## src/conv2d_valid_cross_correlation_top_macros.svh

```systemverilog
// Assertion macros shared by the conv2d cross-correlation RTL.
// Included by the modules that check their own logic; no other dependencies.
`ifndef CONV2D_VALID_CROSS_CORRELATION_TOP_MACROS_SVH
`define CONV2D_VALID_CROSS_CORRELATION_TOP_MACROS_SVH
`ifndef SYNTHESIS
// Hold a condition at every clock edge.
`define C2D_ASSERT_ALWAYS(lbl, clk, rst, expr, msg) \
   lbl: assert property (@(posedge clk) disable iff (rst) (expr)) else $error(msg);
// Same-cycle implication.
`define C2D_ASSERT_IMPLY(lbl, clk, rst, ante, cons, msg) \
   lbl: assert property (@(posedge clk) disable iff (rst) (ante) |-> (cons)) else $error(msg);
// Next-cycle implication.
`define C2D_ASSERT_NEXT(lbl, clk, rst, ante, cons, msg) \
   lbl: assert property (@(posedge clk) disable iff (rst) (ante) |=> (cons)) else $error(msg);
`else
`define C2D_ASSERT_ALWAYS(lbl, clk, rst, expr, msg)
`define C2D_ASSERT_IMPLY(lbl, clk, rst, ante, cons, msg)
`define C2D_ASSERT_NEXT(lbl, clk, rst, ante, cons, msg)
`endif
`endif

```

## src/c2d_pkg.sv

```systemverilog
// Shared widths, codes and beat types for the conv2d cross-correlation block.
// No dependencies; imported by the top level, the window cell and the result FIFO.
`timescale 1ns / 1ps
`default_nettype none

package c2d_pkg;

   localparam int SAMPLE_W     = 16;
   localparam int ADDEND_W     = 40;
   localparam int VALUE_W      = 41;
   localparam int ROW_W        = 12;
   localparam int COL_W        = 10;
   localparam int WIDX_W       = 4;
   localparam int PROD_W       = 2 * SAMPLE_W;
   localparam int WIDTH_REG_W  = 11;
   localparam int HEIGHT_REG_W = 13;
   localparam int MAX_HEIGHT   = 4096;
   localparam int SIZE_RESET   = 32;

   localparam int CSR_INDEX_W  = 2;
   localparam int CSR_DATA_W   = 16;

   localparam int FIFO_DEPTH   = 8;
   localparam int FIFO_AW      = $clog2(FIFO_DEPTH);
   localparam int FIFO_CW      = $clog2(FIFO_DEPTH + 1);

   localparam logic [CSR_INDEX_W-1:0] REG_IMAGE_WIDTH  = CSR_INDEX_W'(0);
   localparam logic [CSR_INDEX_W-1:0] REG_IMAGE_HEIGHT = CSR_INDEX_W'(1);

   localparam logic MODE_WEIGHT = 1'b0;
   localparam logic MODE_PIXEL  = 1'b1;

   typedef logic signed [SAMPLE_W-1:0] sample_type;

   // Per-pixel bookkeeping that rides alongside the datapath.
   typedef struct packed {
      logic                       produce;
      logic signed [ADDEND_W-1:0] addend;
      logic [ROW_W-1:0]           row;
      logic [COL_W-1:0]           col;
      logic                       last;
   } meta_type;

   typedef struct packed {
      logic signed [VALUE_W-1:0] value;
      logic [ROW_W-1:0]          row;
      logic [COL_W-1:0]          col;
      logic                      last;
   } result_type;

endpackage

`default_nettype wire

```

## src/c2d_win_cell.sv

```systemverilog
// One window column cell: holds KERNEL pixels, shifts to its left neighbor,
// multiplies by its weight column and sums. Depends on c2d_pkg.
`timescale 1ns / 1ps
`default_nettype none

module c2d_win_cell
   import c2d_pkg::*;
#(
   parameter int KERNEL = 3
) (
   input  wire logic       clock,
   input  wire logic       reset,
   input  wire logic       shift_en,
   input  wire sample_type col_in  [KERNEL],
   input  wire sample_type weight  [KERNEL],
   output sample_type      col_out [KERNEL],
   output logic signed [PROD_W+$clog2(KERNEL)-1:0] colsum_out
);

   localparam int CSUM_W = PROD_W + $clog2(KERNEL);

   sample_type                win_ff   [KERNEL];
   sample_type                win_in   [KERNEL];
   logic signed [PROD_W-1:0]  prod_ff  [KERNEL];
   logic signed [CSUM_W-1:0]  colsum_ff;
   logic signed [CSUM_W-1:0]  colsum_in;

   always_comb begin
      for (int k = 0; k < KERNEL; k++) begin
         win_in[k] = shift_en ? col_in[k] : win_ff[k];
      end
   end

   always_comb begin
      colsum_in = '0;
      for (int k = 0; k < KERNEL; k++) begin
         colsum_in = colsum_in + CSUM_W'(prod_ff[k]);
      end
   end

   always_ff @(posedge clock) begin
      if (reset) begin
         for (int k = 0; k < KERNEL; k++) begin
            win_ff[k] <= '0;
         end
      end else begin
         for (int k = 0; k < KERNEL; k++) begin
            win_ff[k] <= win_in[k];
         end
      end
   end

   // products see the window as it stands after this beat's shift
   always_ff @(posedge clock) begin
      for (int k = 0; k < KERNEL; k++) begin
         prod_ff[k] <= win_in[k] * weight[k];
      end
      colsum_ff <= colsum_in;
   end

   assign col_out    = win_ff;
   assign colsum_out = colsum_ff;

endmodule

`default_nettype wire

```

## config.mk

```make
export PLATFORM = sky130hd
export DESIGN_NAME = c2d_win_cell
export DESIGN_NICKNAME = d
export VERILOG_FILES = /design/src/conv2d_valid_cross_correlation_top_macros.svh /design/src/c2d_pkg.sv /design/src/c2d_win_cell.sv
export SDC_FILE = /design/constraint.sdc
export NUM_CORES = 2
export LEC_CHECK = 0
export ABC_AREA = 1
export BUFFER_PORTS_ARGS = -buffer_cell sky130_fd_sc_hd__buf_2
export CORE_UTILIZATION = 53
export CTS_BUF_LIST = sky130_fd_sc_hd__clkbuf_8
export DETAILED_ROUTE_END_ITERATION = 6
export PLACE_DENSITY = 0.74
export SYNTH_ARGS = -nofsm -noshare
export SYNTH_HDL_FRONTEND = slang
export SYNTH_SLANG_ARGS = --single-unit
```

## constraint.sdc

```tcl
create_clock -name clock -period 8.4 [get_ports clock]
set_input_delay 0.84 -clock clock [delete_from_list [all_inputs] [get_ports clock]]
set_output_delay 0.84 -clock clock [all_outputs]
set_load 0.01 [all_outputs]
```

After elaboration in Yosys (flattened, before gate mapping)

Memory sizes are Yosys's and may differ from the RTL's.
Index checks and enable logic that the tools add are counted.

Output and inout port bits: 82
Register bits: 82
Input port bits: 99
Word-level logic and storage cells: 13
RAM bits: 96
Memories kept: 1

Add/sub/neg operators: 2
Muxes and demuxes: 3
Multiply operators: 3

Memories:

| memory  | depth | bits a word | rd ports | clocked after memory_dff | wr ports | RTL line           | source |
|---|---|---|---|---|---|---|---|
| prod_ff | 3     | 32          | 3        | 0                        | 3        | c2d_win_cell.sv:24 | `logic signed [PROD_W-1:0] prod_ff [KERNEL];` |

Operators by type and width:

| cell           | number |
|---|---|
| $mul 16x16->32 | 3 |
| $mux 16        | 3 |
| $add 33x32->34 | 1 |
| $add 32x32->33 | 1 |

Longest topological paths before layout

Depth in word-level cells: 2
Depth in mapped cells: 30
Mapped depth without buffers: 28

Worst setup path after synthesis

OpenSTA, ideal clock, no wires.

Path kind: input port to flip-flop
From: input shift_en
To: memory prod_ff[0][95] (netlist bit)
Arrival: 6,119 ps
Required time: 8,287 ps
Buffers on the path: 2
Cell stages on the path: 25
Path slack: 2,168 ps
Cell sequence: inv_2 buf_6 or2_2 nand2_1 buf_4 nor2_1 fa_1 fa_1 fa_1 fa_1 fa_1 inv_1 fa_1 inv_1 ha_1 nand2_1 inv_1 nand2_1 nor3_1 and2_1 nand2_1 inv_1 nor2_1 nand2_1 nand2_1

RTL lines:

| item               | RTL line           | source |
|---|---|---|
| start: declaration | c2d_win_cell.sv:13 | `input wire logic shift_en,` |
| end: declaration   | c2d_win_cell.sv:24 |  |

==> out/results.txt <==
Commonest non-fill, non-tap cell in the layout: sky130_fd_sc_hd__inv_1. The worst setup path is launched from an input pin. Clock latency on the worst-skew pair, taken at its later pin, is 580 ps. The normalized max-slew margin was 0.262. The mean post-synth cell area is 7.96 um2, and the number of standard-cell rows in the floorplan is 98. The initial standard-cell utilization of the core is 0.536, and the async set or reset register ratio after synthesis is 0.

The achievable frequency is 146 MHz. The total area inside the core boundary comes to 71,400 um2. Traced cell by cell, the critical path runs through buf_2, inv_2, or2_2, nand2_1, inv_1, nand2_1, fa_1, inv_1, fa_1, fa_1, fa_1, fa_1, inv_1, fa_1, inv_1, ha_1, nand2_1, nor2_1, inv_1, nor2_1, nand4_1, nand4_1, nand2_1. The count of state elements after synthesis was 178. The detail route stage leaves a number of antenna-violating nets equal to 0. The finished cells cover 40,400 um2.

The count of buffering cells on the critical path with inverters included came out at 7. The flip-flop cell with the highest count after synthesis was sky130_fd_sc_hd__dfxtp_1. Setup repair after global routing left no endpoint under its margin. The cell with the most instances on the worst path was sky130_fd_sc_hd__fa_1. The non-filler instance count after layout was 5,895. The worst hold path passes through 3 cells. The final number of hold-violating endpoints was 0; the total clock buffers created by CTS was 17. The DRC marker count from the first detailed-route iteration came out at 2,921. Class of the worst hold path: input pin to register. The number of different library cells used by synthesis comes to 38.

During synthesis, Yosys emitted a total of 0 warnings. Once detailed placement completed, the half-perimeter wirelength came to 90.9 mm. For this run, the post-layout net count is 6,127. The destination of the worst register-to-register timing path was prod_ff[0][25].

In the layout the commonest cells are 1,176 x sky130_fd_sc_hd__inv_1, 1,019 x sky130_fd_sc_hd__nand2_1, 819 x sky130_fd_sc_hd__fa_1. The logs give 6 for the total iterations of the first detailed-routing run and 0.298 for the total track usage. The deepest clock path buffer count is 2. The H-tree generated during clock tree synthesis spans 4 levels. The run gives 38,200 um2 as the combined area of all synthesized cells.

Counting tap cells, the placed design contains a total of 5,862 instances. Measured in cells, the most critical reg-to-reg path has a length of 19. The die footprint was 73,200 um2; the routed wire length per instance was 17.7 um. Summing all placed instances gives a cell area of 40,000 um2.

Setup slack on the worst reg-to-reg path comes out at 1980 ps. The ratio of cells with drive above 1 in the final layout is 0.0720. The run finished with clean final reports. Synthesis produced a netlist with a net count of 5,995. The run gives 26.4 ps as the setup clock skew after layout. The sequential element share of the synthesized area was 0.0932; the y dimension of the die was 271 um. Number of maximum-capacitance violations: 0.

The number of port buffers came out at 180. The final worst-path cycle share is 0.817, and the count of cells resized by post-cts repair is 0. The endpoint kind of the worst setup timing path was a register. For this design, the CTS-stage hold fixing added 0 buffers. The first global-routing pass estimated 169 mm of wire. TritonCTS built the clock tree. After global routing the overflow that remains totals 0.

The number of global-route vias before repair was 31,800; the total I/O pin count was 181. The path with the worst hold slack has its endpoint at col_out[12]. The run gives 0.985 as the global placement routability congestion.

Subtracting the final worst setup slack from the clock period gives 6860 ps. Buffer type at the clock tree root: sky130_fd_sc_hd__clkbuf_8. The tools report the number of buffers inserted by post-CTS setup repair as 0.

The area growth from synthesis to layout is 5.78%. For the synthesized netlist cell count, the log shows 4,799. The final routed DRC violation total is 0. The total wirelength of the detailed-routed design was 104 mm; the initial antenna violation count was 1. The total number of vias came out at 31,000.

Data on the critical path arrives at its endpoint at 7310 ps. The tools report the share of the core filled with cells as 0.567. The startpoint-to-endpoint class of the critical path was input pin to register. For this design, the slowest cell found on the critical path is sky130_fd_sc_hd__fa_1. The tools report the number of setup violations in the final report as 0. For the pin with the worst max-slew slack, the measured transition is 1110 ps. In this run the most critical hold path is launched from col_in[12]. Counting flops with a built-in enable in the synthesized netlist gives 0. Using the TritonRoute via totals, the vias-per-cell ratio works out to 5.26. For the worst setup path, the data required time is 8850 ps. The clock slew seen by the registers of the worst setup and hold paths came out at 110 ps.

The biggest fanout along the worst timing path was 23. Entering global routing, the biggest net connects 49 pins. The longest individual stage delay on the worst path was 820 ps.

In this run the critical register-to-register path is launched from col_out[47]. For the final routed database, the setup TNS stands at 0 ps. The die is 271 um wide. The number of clock sinks was 178. Grouping stages by cell kind, the critical path spends the most delay in adder cells.

The final number of max-transition violations is 0.
area by class of cell:
cell class,count,area (um2)
Fill cell,6631,30900
Antenna cell,1,2.50
Tap cell,950,1190
Inverter,1212,4570
Clock inverter,14,160
Sequential cell,178,3560
Timing Repair Buffer,199,1040
Clock buffer,18,248
Multi-Input combinational cell,3323,29600
per-layer routing:
layer,part of all wire,track usage,wire (um),vias up
li1,-,-,-,14200
met1,0.42,0.414,44300,15200
met2,0.45,0.468,47200,1408
met3,0.097,0.0714,10200,176
met4,0.027,0.0800,2830,0
met5,0,0,0,-
state kept, by name, summed over array words and instances, names as in the netlist:
register / count
col_out: 48
colsum_out: 34
prod_ff: 96
through the flow:
step	setup WS [ps]	hold slack (ps)
2_1_floorplan	2170	541
3_3_place_gp	1050	588
3_5_place_dp	992	597
4_1_cts	1600	495
5_1_grt	1050	553
6_report	1540	537
worst max path at each step:
stage | end | startpoint | cells past startpoint | slack (ps)
global placement | prod_ff[0][30] | shift_en | 21 | 1050
global route | prod_ff[0][25] | shift_en | 24 | 1050
finish | prod_ff[0][25] | shift_en | 23 | 1540
detailed placement | prod_ff[0][25] | shift_en | 21 | 990
floorplan | prod_ff[0][95] | shift_en | 25 | 2170
CTS | prod_ff[0][25] | shift_en | 21 | 1600
synthesized netlist by cell type, types with 2 or more instances:
| library cell | number | area (um2) |
|---|---|---|
| sky130_fd_sc_hd__a21oi_1 | 106 | 531 |
| sky130_fd_sc_hd__inv_4 | 10 | 62.6 |
| sky130_fd_sc_hd__o21ai_2 | 14 | 123 |
| sky130_fd_sc_hd__buf_2 | 8 | 40.0 |
| sky130_fd_sc_hd__inv_2 | 26 | 97.6 |
| sky130_fd_sc_hd__o21ai_0 | 35 | 175 |
| sky130_fd_sc_hd__nand3b_1 | 7 | 52.6 |
| sky130_fd_sc_hd__nand2_1 | 1019 | 3820 |
| sky130_fd_sc_hd__xnor2_1 | 12 | 105 |
| sky130_fd_sc_hd__ha_1 | 278 | 3480 |
| sky130_fd_sc_hd__nand4_1 | 43 | 269 |
| sky130_fd_sc_hd__nor3_1 | 31 | 155 |
| sky130_fd_sc_hd__nand3_1 | 128 | 641 |
| sky130_fd_sc_hd__o21ai_1 | 14 | 70.1 |
| sky130_fd_sc_hd__or2_1 | 6 | 37.5 |
| sky130_fd_sc_hd__buf_1 | 7 | 26.3 |
| sky130_fd_sc_hd__o21bai_1 | 25 | 188 |
| sky130_fd_sc_hd__buf_4 | 17 | 128 |
| sky130_fd_sc_hd__xor2_1 | 65 | 569 |
| sky130_fd_sc_hd__nor4_1 | 4 | 25.0 |
| sky130_fd_sc_hd__clkbuf_1 | 49 | 184 |
| sky130_fd_sc_hd__fa_1 | 819 | 16400 |
| sky130_fd_sc_hd__buf_6 | 5 | 56.3 |
| sky130_fd_sc_hd__or2_0 | 6 | 37.5 |
| sky130_fd_sc_hd__nor2_2 | 2 | 12.5 |
| sky130_fd_sc_hd__and2_1 | 4 | 25.0 |
| sky130_fd_sc_hd__or2_4 | 2 | 17.5 |
| sky130_fd_sc_hd__o21ai_4 | 7 | 114 |
| sky130_fd_sc_hd__dfxtp_1 | 178 | 3560 |
| sky130_fd_sc_hd__a21o_1 | 3 | 22.5 |
| sky130_fd_sc_hd__or2_2 | 49 | 307 |
| sky130_fd_sc_hd__nand2_2 | 13 | 81.3 |
| sky130_fd_sc_hd__a31oi_1 | 2 | 12.5 |
| sky130_fd_sc_hd__nor2_1 | 625 | 2350 |
| sky130_fd_sc_hd__inv_1 | 1176 | 4410 |
| sky130_fd_sc_hd__nor3_2 | 2 | 20.0 |
cell families after synthesis:
logic type,share of synthesized area
compound gates,0.0325
xor+xnor,0.0176
fa+ha+maj,0.520
buf+inv,0.131
flops,0.0932
simple gates,0.206
worst reg2reg max path, stage by stage, from the launching register on:
cell	delay, ps
sky130_fd_sc_hd__dfxtp_1	330
sky130_fd_sc_hd__or2_2	270
sky130_fd_sc_hd__nand2_1	430
sky130_fd_sc_hd__nor2_1	210
sky130_fd_sc_hd__fa_1	680
sky130_fd_sc_hd__fa_1	930
sky130_fd_sc_hd__fa_1	540
sky130_fd_sc_hd__fa_1	510
sky130_fd_sc_hd__fa_1	490
sky130_fd_sc_hd__inv_1	50
sky130_fd_sc_hd__fa_1	470
sky130_fd_sc_hd__inv_1	40
sky130_fd_sc_hd__ha_1	370
sky130_fd_sc_hd__nand2_1	150
sky130_fd_sc_hd__nor2_1	200
sky130_fd_sc_hd__inv_1	80
sky130_fd_sc_hd__nor2_1	150
sky130_fd_sc_hd__nand4_1	200
sky130_fd_sc_hd__nand4_1	120
sky130_fd_sc_hd__nand2_1	70
Power is left out: the tool's default activity adds up to more than one toggle a clock period on the data nets, which glitch-free logic cannot reach.
