### src/conv2d_valid_cross_correlation_top_macros.svh
// Assertion macros shared by the conv2d cross-correlation RTL.
// Included by the modules that check their own logic; no other dependencies.
`ifndef CONV2D_VALID_CROSS_CORRELATION_TOP_MACROS_SVH
`define CONV2D_VALID_CROSS_CORRELATION_TOP_MACROS_SVH
`ifndef SYNTHESIS
// Hold a condition at every clock edge.
`define C2D_ASSERT_ALWAYS(lbl, clk, rst, expr, msg) \
   lbl: assert property (@(posedge clk) disable iff (rst) (expr)) else $error(msg);
// Same-cycle implication.
`define C2D_ASSERT_IMPLY(lbl, clk, rst, ante, cons, msg) \
   lbl: assert property (@(posedge clk) disable iff (rst) (ante) |-> (cons)) else $error(msg);
// Next-cycle implication.
`define C2D_ASSERT_NEXT(lbl, clk, rst, ante, cons, msg) \
   lbl: assert property (@(posedge clk) disable iff (rst) (ante) |=> (cons)) else $error(msg);
`else
`define C2D_ASSERT_ALWAYS(lbl, clk, rst, expr, msg)
`define C2D_ASSERT_IMPLY(lbl, clk, rst, ante, cons, msg)
`define C2D_ASSERT_NEXT(lbl, clk, rst, ante, cons, msg)
`endif
`endif

### src/c2d_pkg.sv
// Shared widths, codes and beat types for the conv2d cross-correlation block.
// No dependencies; imported by the top level, the window cell and the result FIFO.
`timescale 1ns / 1ps
`default_nettype none

package c2d_pkg;

   localparam int SAMPLE_W     = 16;
   localparam int ADDEND_W     = 40;
   localparam int VALUE_W      = 41;
   localparam int ROW_W        = 12;
   localparam int COL_W        = 10;
   localparam int WIDX_W       = 4;
   localparam int PROD_W       = 2 * SAMPLE_W;
   localparam int WIDTH_REG_W  = 11;
   localparam int HEIGHT_REG_W = 13;
   localparam int MAX_HEIGHT   = 4096;
   localparam int SIZE_RESET   = 32;

   localparam int CSR_INDEX_W  = 2;
   localparam int CSR_DATA_W   = 16;

   localparam int FIFO_DEPTH   = 8;
   localparam int FIFO_AW      = $clog2(FIFO_DEPTH);
   localparam int FIFO_CW      = $clog2(FIFO_DEPTH + 1);

   localparam logic [CSR_INDEX_W-1:0] REG_IMAGE_WIDTH  = CSR_INDEX_W'(0);
   localparam logic [CSR_INDEX_W-1:0] REG_IMAGE_HEIGHT = CSR_INDEX_W'(1);

   localparam logic MODE_WEIGHT = 1'b0;
   localparam logic MODE_PIXEL  = 1'b1;

   typedef logic signed [SAMPLE_W-1:0] sample_type;

   // Per-pixel bookkeeping that rides alongside the datapath.
   typedef struct packed {
      logic                       produce;
      logic signed [ADDEND_W-1:0] addend;
      logic [ROW_W-1:0]           row;
      logic [COL_W-1:0]           col;
      logic                       last;
   } meta_type;

   typedef struct packed {
      logic signed [VALUE_W-1:0] value;
      logic [ROW_W-1:0]          row;
      logic [COL_W-1:0]          col;
      logic                      last;
   } result_type;

endpackage

`default_nettype wire

### src/c2d_out_fifo.sv
// Result FIFO that decouples the datapath from the rsp_ stall.
// Depends on c2d_pkg and the assertion macros header.
`timescale 1ns / 1ps
`default_nettype none

`include "conv2d_valid_cross_correlation_top_macros.svh"

module c2d_out_fifo
   import c2d_pkg::*;
(
   input  wire logic       clock,
   input  wire logic       reset,
   input  wire logic       push,
   input  wire result_type push_data,
   input  wire logic       rsp_stall,
   output logic            rsp_valid,
   output result_type      rsp_data
);

   result_type           entries_ff [FIFO_DEPTH];
   logic [FIFO_AW-1:0]   wr_ptr_ff;
   logic [FIFO_AW-1:0]   rd_ptr_ff;
   logic [FIFO_CW-1:0]   count_ff;
   logic                 pop;

   assign rsp_valid = (count_ff != '0);
   assign pop       = rsp_valid && !rsp_stall;
   assign rsp_data  = entries_ff[rd_ptr_ff];

   always_ff @(posedge clock) begin
      if (push) begin
         entries_ff[wr_ptr_ff] <= push_data;
      end
   end

   always_ff @(posedge clock) begin
      if (reset) begin
         wr_ptr_ff <= '0;
         rd_ptr_ff <= '0;
         count_ff  <= '0;
      end else begin
         if (push) begin
            wr_ptr_ff <= FIFO_AW'(wr_ptr_ff + 1'b1);
         end
         if (pop) begin
            rd_ptr_ff <= FIFO_AW'(rd_ptr_ff + 1'b1);
         end
         if (push && !pop) begin
            count_ff <= FIFO_CW'(count_ff + 1'b1);
         end else if (pop && !push) begin
            count_ff <= FIFO_CW'(count_ff - 1'b1);
         end
      end
   end

   `C2D_ASSERT_ALWAYS(a_fifo_bound, clock, reset,
                      count_ff <= FIFO_CW'(FIFO_DEPTH), "fifo count above depth")
   `C2D_ASSERT_IMPLY(a_fifo_no_overflow, clock, reset, push && !pop,
                     count_ff != FIFO_CW'(FIFO_DEPTH), "push into full fifo")
   `C2D_ASSERT_NEXT(a_fifo_drain, clock, reset, pop && !push,
                    count_ff == FIFO_CW'($past(count_ff) - 1'b1), "pop did not drain fifo")

endmodule

`default_nettype wire
### config.mk
export PLATFORM = sky130hd
export DESIGN_NAME = c2d_out_fifo
export DESIGN_NICKNAME = d
export VERILOG_FILES = /design/src/c2d_pkg.sv /design/src/c2d_out_fifo.sv
export VERILOG_INCLUDE_DIRS = /design/src /design/src/src
export SDC_FILE = /design/constraint.sdc
export NUM_CORES = 1
export LEC_CHECK = 0
export ABC_AREA = 1
export BUFFER_PORTS_ARGS = -buffer_cell sky130_fd_sc_hd__buf_4
export CAP_MARGIN = 20
export CELL_PAD_IN_SITES_DETAIL_PLACEMENT = 1
export CELL_PAD_IN_SITES_GLOBAL_PLACEMENT = 2
export CORE_UTILIZATION = 37
export DETAILED_ROUTE_END_ITERATION = 8
export PLACE_DENSITY_LB_ADDON = 0.1
export SYNTH_ARGS = -nofsm -noshare
export SYNTH_HDL_FRONTEND = slang
export SYNTH_SLANG_ARGS = --single-unit
### constraint.sdc
create_clock -name clock -period 4.6 [get_ports clock]
set_clock_uncertainty 0.15 [all_clocks]
set_input_delay 0.69 -clock clock [delete_from_list [all_inputs] [get_ports clock]]
set_output_delay 0.69 -clock clock [all_outputs]
set_load 0.1 [all_outputs]
; Word level (Yosys, flattened, before mapping)
; Memory sizes are Yosys's and may differ from the RTL's. A register that Yosys moved wholly into a read port is not among the register bits.
; Index checks and enable logic that the tools add are counted.
[totals]
ff_bits = 10
mem_bits_rw = 512
inputBits = 68
out_inout_bits = 65
mem_count = 1
[mem_list]
columns = memory, words, width, read_ports, rd_clocked_by_memory_dff, write_ports, line_no
row1 = entries_ff, 8, 64, 1, 1, 1, c2d_out_fifo.sv:20  ; result_type entries_ff [FIFO_DEPTH];
[op_classes]
n_addsub = 4
muxes = 6
reduce_logical = 8
[ops]
columns = op, n
row1 = 2-to-1 mux 4 bit, 2
row2 = "adder 3 x 1 -> 3 bit, second input constant", 2
row3 = 2-to-1 mux 3 bit, 2
row4 = "adder 4 x 1 -> 4 bit, second input constant", 1
row5 = nonzero test 4 bit, 1
row6 = "subtractor 4 x 1 -> 4 bit, second input constant", 1
row7 = logical AND 1 bit, 3
row8 = logical NOT 1 bit, 3
row9 = 2-to-1 mux 1 bit, 2
row10 = nonzero test 2 bit, 1

; Longest topological paths before layout
; Gate-level depths: netlist of the first run.
[depth]
depth_word = 5
mapped_depth = 13
depth_no_buf = 13

; Worst setup path before layout of the first run
; No wires, ideal clock.
[synth_path]
kind = input -> register
from = input port push
to = memory entries_ff[0][0] in the netlist's numbering, enable pin
setup_time_ps = 486
arrival_time_ps = 3735
required_time_ps = 3964
path_slack_ps = 229
path_stages = 3
cell_sequence = inv_1 -> or2_2 -> nor2_1
[synth_via]
elab_chain_cells = 2
[synth_rtl]
columns = element, line_no
row1 = from (decl), c2d_out_fifo.sv:13  ; input wire logic push,
row2 = 2-to-1 mux 1 bit, c2d_out_fifo.sv:31  ; if (push) begin
row3 = 2-to-1 mux 1 bit (implied by the code), c2d_out_fifo.sv:32  ; entries_ff[wr_ptr_ff] <= push_data;
row4 = to (decl), c2d_out_fifo.sv:20
; Every way passes these cells.

==> results_dict.tcl, run 1 <==
set metrics [dict create \
    status "finished, final reports clean" \
    h-tree-depth 2 \
    mappedNetlistArea_sq_um 21100 \
    instances_no_fill 2718 \
    io_buffers 132 \
    slew_violations 0 \
    ant_nets 0 \
    synth.distinct_cells 21 \
    worstMarginPinSlew_ns 0.969 \
    core_sq_um 56400 \
    remaining_drc_errors 0 \
    wl_per_cell_um 20.0 \
    cts_buffers 57 \
    wl_um 54400 \
    io_pins 133 \
    tritoncts "yes" \
    yosys.area.top_type_share_pct 72.9 \
    worstSkewPairLatency_ns 0.59 \
    synth_top_family_by_area "simple AND/OR/NAND/NOR gates" \
    worst-setup-path-type "reg2out" \
    fin_setup_tns_ns 0 \
    drive_above_1_share_pct 13.1 \
    grt_pass1_vias 14000 \
    yosys-mux-area-fraction_pct 0 \
    maxCapViolations 0 \
    clock_sinks 525 \
    hold_viol_final 0 \
    p_per_area_nw_per_um2 587 \
    cts_setup_buffers 0 \
    synth_largest_area_cell "edfxtp_1" \
    clock-root-buffer "clkbuf_16" \
    rows 87 \
    top_usage_layer "met2" \
    ys_top_cells_by_area "edfxtp_1 73%, nor2_1 9.4%, nand2_1 6.0%" \
    place_inst 2614 \
    r2r-start "count_ff[0]$_SDFFE_PP0P_" \
    period_needed_ns 3.59 \
    synth_fa_ha_area_share_pct 0.392 \
    start_util_pct 37.4 \
    cts_resized 0 \
    cp-start-kind "flop" \
    grt_max_degree 184 \
    overflow 0 \
    antenna_found_initial 2 \
    clk_pin_slew_worst_paths_ns 0.06 \
    syn_area_per_cell_sq_um 11.8 \
    fin_crit_sh_pct 78.1 \
    cts_hold_buf 0 \
    rsz0062_at_grt "no" \
    max-slew-margin-rel_pct 35.4 \
    use_met2_pct 32.8 \
    synth_compound_area_share_pct 6.38 \
    seq_area_frac_synth_pct 74.1 \
    chipWidth_um 241 \
    fmax_ghz 0.278 \
    die_y_um 241 \
    cts_buffer_depth 3 \
    grt_usage_pct 19.2 \
    ys_ff_latch 525 \
    dp_hpwl_um 28200 \
    nets 1991 \
    layout_commonest_cell "nor2_1" \
    arrival_ns 2.75 \
    synth_xor_area_share_pct 0.0831 \
    worst-endpoint-required_ns 3.76 \
    routed_via_density 4.89 \
    mappedNetlistNets 1864 \
    hold_class "in2reg" \
    yosys_warnings 0 \
    drt_iter0_markers 667 \
    worst_hold_slack_ns 0.155 \
    met1_usage_pct 25.4 \
    syn2layout_area_growth_pct 16.1 \
    ir_drop_mv 0.383 \
    die_area_sq_um 58000 \
    path_max_fanout 183 \
    grtUsageMet3_pct 3.37 \
    vias 13300 \
    cp-end-kind "output port" \
    synth_cells 1790 \
    grt_pass1_wl_um 83400 \
    gp_congestion 0.693 \
    dr.pass1.iters 4 \
    p_leak_nw 8.95 \
    hold_start "reset" \
    layout_common_cells "520 x nor2_1, 512 x edfxtp_1, 339 x nand2_1, 237 x o21ai_0, 160 x buf_4" \
    yosys.area_share.simple_pct 15.6 \
    finalSetupViolCount 0 \
]
report_power, final:
group,internal (mW),total [mW],switching [mW]
clock,2.44,4.26,1.82
combinational,0.992,4.68,3.69
sequential,5.39,5.44,0.0495
metal layers:
metal | share of wire [%] | vias to the layer above
li1 | - | 6373
met5 | 0.024 | -
met4 | 1.8 | 2
met3 | 3.6 | 71
met2 | 49 | 177
met1 | 45 | 6670
cells in the mapped netlist:
cell / instances
inv_4: 1
xor2_1: 2
inv_2: 1
nand2_1: 339
inv_1: 13
or2_2: 2
buf_1: 3
ha_1: 5
a21oi_1: 8
o21ai_1: 24
clkbuf_2: 16
nand3_1: 6
dfxtp_1: 13
buf_2: 37
clkbuf_1: 11
buf_4: 4
buf_6: 27
o21ai_0: 237
fa_1: 1
edfxtp_1: 512
nor2_1: 528
state kept, by name, summed over array words and instances (netlist names), named ones only:
| signal | flops |
|---|---|
| entries_ff | 512 |
| wr_ptr_ff | 3 |
| count_ff | 4 |
| rd_ptr_ff | 3 |
final timing paths:
path	to	slack (ns)	cells after the start
worst max register to register	count_ff[3]$_SDFFE_PP0P_	2.33	11
worst min-delay path	wr_ptr_ff[0]$_SDFFE_PP0P_	0.15	2
worst min register to register	flop	0.34	2
worst max-delay path	rsp_data[63]	1.01	8
logic make-up (layout without fill, tap and decap cells):
group | after synthesis | after routing
other | 0 | 1
xor gates and xnor gates | 2 | 2
DFF | 525 | 525
and+or+nand+nor | 875 | 875
adders and majority gates | 6 | 6
AOI/OAI and AO/OA | 269 | 269
buffers and inverters | 113 | 284
worst max-delay path, stage by stage, from the launching register on:
cell and delay (ns):
dfxtp_4 0.38, buf_12 0.63, nor2_1 0.11, nor2_1 0.11, o21ai_0 0.10, nand2_1 0.11
nand2_1 0.05, nand2_1 0.18, buf_4 0.32
through the flow:
stage / total power, mW / instance area (sq um) / util, % / worst slack, ns
after floorplan: 9.23 / 21100 / - / 0.229
after detailed placement: 10.3 / 22800 / 40.4 / 1.64
after global placement: 10.3 / 22800 / 40.4 / 1.61
final: 14.4 / 24500 / 43.4 / 1.01
after global routing: 15.1 / 24500 / 43.4 / 0.762
after CTS: 14.6 / 24500 / 43.4 / 0.965
final cells by class:
cell class                 count  area (sq um)
clock buffer                  75          1490
timing repair buffer         166          1320
inverter                      15          63.8
multi-input combinational   1152          4800
clock inverter                28           210
tap                          756           946
sequential                   525         15600
fill                        6036         31900
antenna                        1          2.50
Power figures use the tool's default switching activity.
==> run 2, diff against run 1 <==
ABC_AREA = 0   (was 1)
CORE_UTILIZATION = 44   (was 37)
clock period = 3.1 ns   (was 4.6 ns; I/O delays follow)
==> results_dict.tcl, run 2 <==
set metrics [dict create \
    hold_class "in2reg" \
    seq_area_frac_synth_pct 78.9 \
    start_util_pct 44.7 \
    core_sq_um 44300 \
    post-synth-top-count-cell "edfxtp_1" \
    cts_buffer_depth 3 \
    clock_sinks 525 \
    arrival_ns 2.39 \
    grt_pass1_vias 10300 \
    period_needed_ns 3.00 \
    r2r-start "count_ff[1]$_SDFFE_PP0P_" \
    ir_drop_mv 0.654 \
    status "finished, final reports clean" \
    synth_largest_area_cell "edfxtp_1" \
    ys_top_cells_by_area "edfxtp_1 78%, mux4_2 15%, mux2_2 3.7%" \
    clk_pin_slew_worst_paths_ns 0.05 \
    maxCapViolations 0 \
    fin_crit_sh_pct 96.9 \
    synth_edf_count 512 \
    synth.distinct_cells 27 \
    worstMarginPinSlew_ns 0.635 \
    final-seq-area_sq_um 15600 \
    ant_nets 0 \
    multiInputGateArea_sq_um 4010 \
    hold_start "push" \
    p_clk_share_pct 29.2 \
    io_pins 133 \
    syn2layout_area_growth_pct 22.2 \
    synth_cells 810 \
    setup_slack_ns 0.0963 \
    largest_register_ffs 512 \
    h-tree-depth 2 \
    regMostFlops "entries_ff" \
    drt_iter0_markers 507 \
    p_per_area_nw_per_um2 884 \
    synthArstFlopShare_pct 0 \
    mappedNetlistNets 884 \
    ys_ff_latch 525 \
    p_total_mw 21.4 \
    yosys_warnings 0 \
    slew_violations 0 \
    finalSetupViolCount 0 \
    worst-endpoint-required_ns 2.48 \
    fill_cells 3808 \
    cp-end-kind "output port" \
    mappedNetlistArea_sq_um 19800 \
    grt_usage_pct 18.6 \
    yosys.area.top_type_share_pct 77.5 \
    gp_congestion 0.700 \
    nets 1138 \
    vias 9012 \
    grt_pass1_wl_um 63000 \
    worst_hold_slack_ns 0.0788 \
    path_max_fanout 14 \
    p_comb_share_pct 32.9 \
    remaining_drc_errors 0 \
    cts_buffers 55 \
    dr.pass1.iters 4 \
    synthFlopType "edfxtp_1" \
    p_int_mw 14.2 \
    top_regs "entries_ff: 512 flops, count_ff: 4 flops" \
    antenna_found_initial 1 \
    design_area_sq_um 24200 \
    clock-root-buffer "clkbuf_16" \
    rows 77 \
    fmax_ghz 0.333 \
    rsz0062_at_grt "no" \
    p_seq_share_pct 38.0 \
    final_util_pct 54.7 \
    max-slew-margin-rel_pct 57.3 \
    grt_max_degree 51 \
    p_switching_mw 7.26 \
    dpl-instance-area_sq_um 21800 \
    hold_viol_final 0 \
    wl_um 42000 \
    overflow 0 \
    worstSkewPairLatency_ns 0.58 \
    layout_common_cells "512 x edfxtp_1, 148 x buf_4, 128 x mux4_2, 65 x mux2_2, 65 x dlygate4sd3_1" \
    place_ws_ns 0.207 \
    die_area_sq_um 45900 \
    synth_commonest_cells "512 x edfxtp_1, 128 x mux4_2, 65 x mux2_2" \
    drive_above_1_share_pct 40.3 \
    p_sw_share_pct 33.9 \
    cp-start-kind "flop" \
    die_y_um 214 \
    dp_hpwl_um 23300 \
    layout_commonest_cell "edfxtp_1" \
    worst-setup-path-type "reg2out" \
    routed_via_density 5.31 \
    syn_area_per_cell_sq_um 24.5 \
    p_leak_nw 7.80 \
    chipWidth_um 214 \
    wl_per_cell_um 24.8 \
    tritoncts "yes" \
    io_buffers 132 \
]
==> run 2: cell families (layout without fill, tap and decap cells) <==
group	count (synthesis)	in the layout	synth area share (%)
other	0	1	0
and+or+nand+nor	32	32	0.707
muxes	195	195	18.3
xor gates and xnor gates	6	6	0.265
AOI/OAI and AO/OA	6	6	0.170
buffers and inverters	40	333	1.25
DFF	525	525	78.9
adders and majority gates	6	6	0.417
==> run 2: layer usage <==
metal | GRT usage, % | vias up | wire length (um)
met5 | 0 | - | 0
met4 | 4.71 | 0 | 783
met3 | 3.93 | 57 | 1810
met1 | 24.0 | 4832 | 17800
met2 | 32.3 | 175 | 21600
li1 | - | 3948 | -
==> run 2: area by class of cell <==
| type | count | area share (%) |
|---|---|---|
| well taps | 592 | 3.06 |
| clock inverters | 21 | 0.816 |
| multi-input cells | 245 | 16.6 |
| clock buffers | 75 | 6.21 |
| diodes | 1 | 0.0103 |
| inverters | 3 | 0.0465 |
| flip-flops and latches | 525 | 64.6 |
| repair buffers | 234 | 8.71 |
==> run 2: repair_timing <==
action,4_1_cts,5_1_grt
hold buffers,65,0
hold endpoints to repair,523,0
gates resized for setup,6,5
buffers inserted,3,1
setup endpoints to repair,35,11
==> run 2: critical path: stages (launching register included) <==
cell and delay (ns):
dfxtp_4 0.36, buf_12 0.14, buf_6 0.23, mux4_2 0.54
mux2_2 0.30, buf_4 0.24
==> run 2: per-stage QoR <==
step	instances	setup TNS [ns]
2_1_floorplan	810	-379.56
3_3_place_gp	1530	0
3_5_place_dp	1530	0
4_1_cts	1694	0
5_1_grt	1696	0
6_report	1696	0
==> run 2: power by group through the flow <==
stage	Combinational [mW]	Clock, mW	Sequential (mW)
after floorplan	5.58	0	8.23
after global placement	6.76	0	8.31
after detailed placement	6.88	0	8.33
after CTS	7.11	6.42	8.14
after global routing	7.38	6.64	8.15
final	7.04	6.25	8.13
==> run 2: worst paths after layout <==
path                          endpoint  slack [ns]  depth (start not counted)
max                        rsp_data[1]         0.1                          5
min          wr_ptr_ff[0]$_SDFFE_PP0P_        0.08                          3
min reg2reg                       flop        0.36                          2
max reg2reg   count_ff[3]$_SDFFE_PP0P_        0.21                         10
==> run 3, diff against run 2 <==
SKIP_CTS_REPAIR_TIMING = 1   (was not set)
clock period = 2.55 ns   (was 3.1 ns; I/O delays follow)
==> results_dict.tcl, run 3 (synthesis gave the netlist of run 2 again) <==
set metrics [dict create \
    status "complete, but fails checks" \
    failed_checks "setup timing" \
    p_leak_nw 8.27 \
    dr_wl_met3_um 2150 \
    cp-start-kind "flop" \
    worstHoldPathCells 4 \
    vias 9105 \
    path_max_fanout 15 \
    r2r_cells 10 \
    r2r_slack_ns 0.13 \
    p_total_mw 27.7 \
    crit_path_max_incr_delay_ns 0.50 \
    chipWidth_um 214 \
    nets 1164 \
    dp_hpwl_um 23000 \
    regMostFlops "entries_ff" \
    final_util_pct 57.0 \
    die_area_sq_um 45900 \
    layout_common_cells "512 x edfxtp_1, 128 x mux4_2, 102 x buf_4, 65 x dlygate4sd3_1, 59 x clkbuf_16" \
    rows 77 \
    crit_slowest_cell "mux4_2" \
    fin_crit_sh_pct 113 \
    start_util_pct 44.7 \
    drt_iter0_markers 522 \
    grt_pass1_vias 9780 \
    largest_register_ffs 512 \
    io_pins 133 \
    dr.pass1.iters 4 \
    rsz0062_at_grt "yes" \
    ir_drop_mv 0.670 \
    clock_sinks 525 \
    grt_usage_pct 18.4 \
    hold_class "in2reg" \
    cp_cell_sequence "buf_12 > clkbuf_16 > mux4_2 > mux2_2 > buf_6" \
    cts_buffer_depth 3 \
    max-slew-margin-rel_pct 64.0 \
    maxCapViolations 0 \
    tritoncts "yes" \
    worstMarginPinSlew_ns 0.541 \
    cts_buffers 53 \
    layout_commonest_cell "edfxtp_1" \
    syn2layout_area_growth_pct 27.5 \
    worstSkewPairLatency_ns 0.58 \
    wl_per_cell_um 24.7 \
    met2_length_um 21700 \
    arrival_ns 2.36 \
    cp-end-kind "output port" \
    hold_viol_final 0 \
    routed_via_density 5.28 \
    period_needed_ns 2.89 \
    overflow 0 \
    crit_buf_inv 3 \
    fin_setup_tns_ns -18.12 \
    clk_pin_slew_worst_paths_ns 0.06 \
    instances_no_fill 1725 \
    die_y_um 214 \
    h-tree-depth 2 \
    cp_top_family "multiplexers" \
    fill_cells 3703 \
    worst-endpoint-required_ns 2.02 \
    setup_slack_ns -0.342 \
    antenna_found_initial 2 \
    finalSetupViolCount 64 \
    place_inst 1535 \
    core_sq_um 44300 \
    remaining_drc_errors 0 \
    io_buffers 132 \
    worst_hold_slack_ns 0.0464 \
    top_regs "entries_ff: 512 flops, count_ff: 4 flops" \
    gp_congestion 0.705 \
    fmax_ghz 0.346 \
    wl_um 42700 \
    clock-root-buffer "clkbuf_16" \
    p_per_area_nw_per_um2 1100 \
    slew_violations 0 \
    crit_cells 5 \
    top_layer_used "met5" \
    grt_pass1_wl_um 61900 \
    drive_above_1_share_pct 42.7 \
    worst-setup-path-type "reg2out" \
    ant_nets 0 \
    met1Wirelength_um 18000 \
    grt_max_degree 57 \
]
==> run 3: cell count changes in the layout (fill, tap and decap cells not counted), sizes merged <==
| cell | delta |
|---|---|
| clkbuf | -5 |
| bufinv | +2 |
| diode | +2 |
| buf | +22 |
| clkinv | +6 |
| inv | +2 |
==> run 3: area by class of cell <==
class	instances	area, sq um	area share [%]
repair buffers	262	3040	12.0
well taps	592	741	2.93
multi-input cells	245	4150	16.4
clock inverters	31	307	1.21
inverters	3	11.3	0.0446
clock buffers	64	1370	5.41
diodes	3	7.51	0.0297
flip-flops and latches	525	15700	61.9
==> run 3: worst paths after layout <==
path,start,endpoint
worst min register to register,rd_ptr_ff[1]$_SDFFE_PP0P_,flop
worst max-delay path,flop,rsp_data[49]
worst max register to register,count_ff[3]$_SDFFE_PP0P_,count_ff[3]$_SDFFE_PP0P_
worst min-delay path,rsp_stall,flop
==> run 3: where the power goes <==
| part | internal [mW] | switching [mW] |
|---|---|---|
| combinational | 4.35 | 5.94 |
| sequential | 9.75 | 0.135 |
| clock | 4.41 | 3.14 |
==> run 3: metrics by stage <==
step | cell area [sq um] | worst slack, ns
6_report | 25300 | -0.342
2_1_floorplan | 19900 | -0.356
4_1_cts | 23700 | -0.507
5_1_grt | 25300 | -0.423
3_3_place_gp | 22000 | 0.0865
3_5_place_dp | 22000 | -0.228
==> run 3: routing by layer <==
metal / GRT usage, % / vias up
li1: - / 4015
met3: 4.55 / 69
met1: 23.6 / 4824
met2: 31.0 / 195
met4: 5.57 / 2
met5: 0 / -
==> run 3: tightest hold or removal path: stages <==
cell and delay [ns]:
buf_4 0.11, nor3b_1 0.07, xnor2_1 0.13, nor2_1 0.04
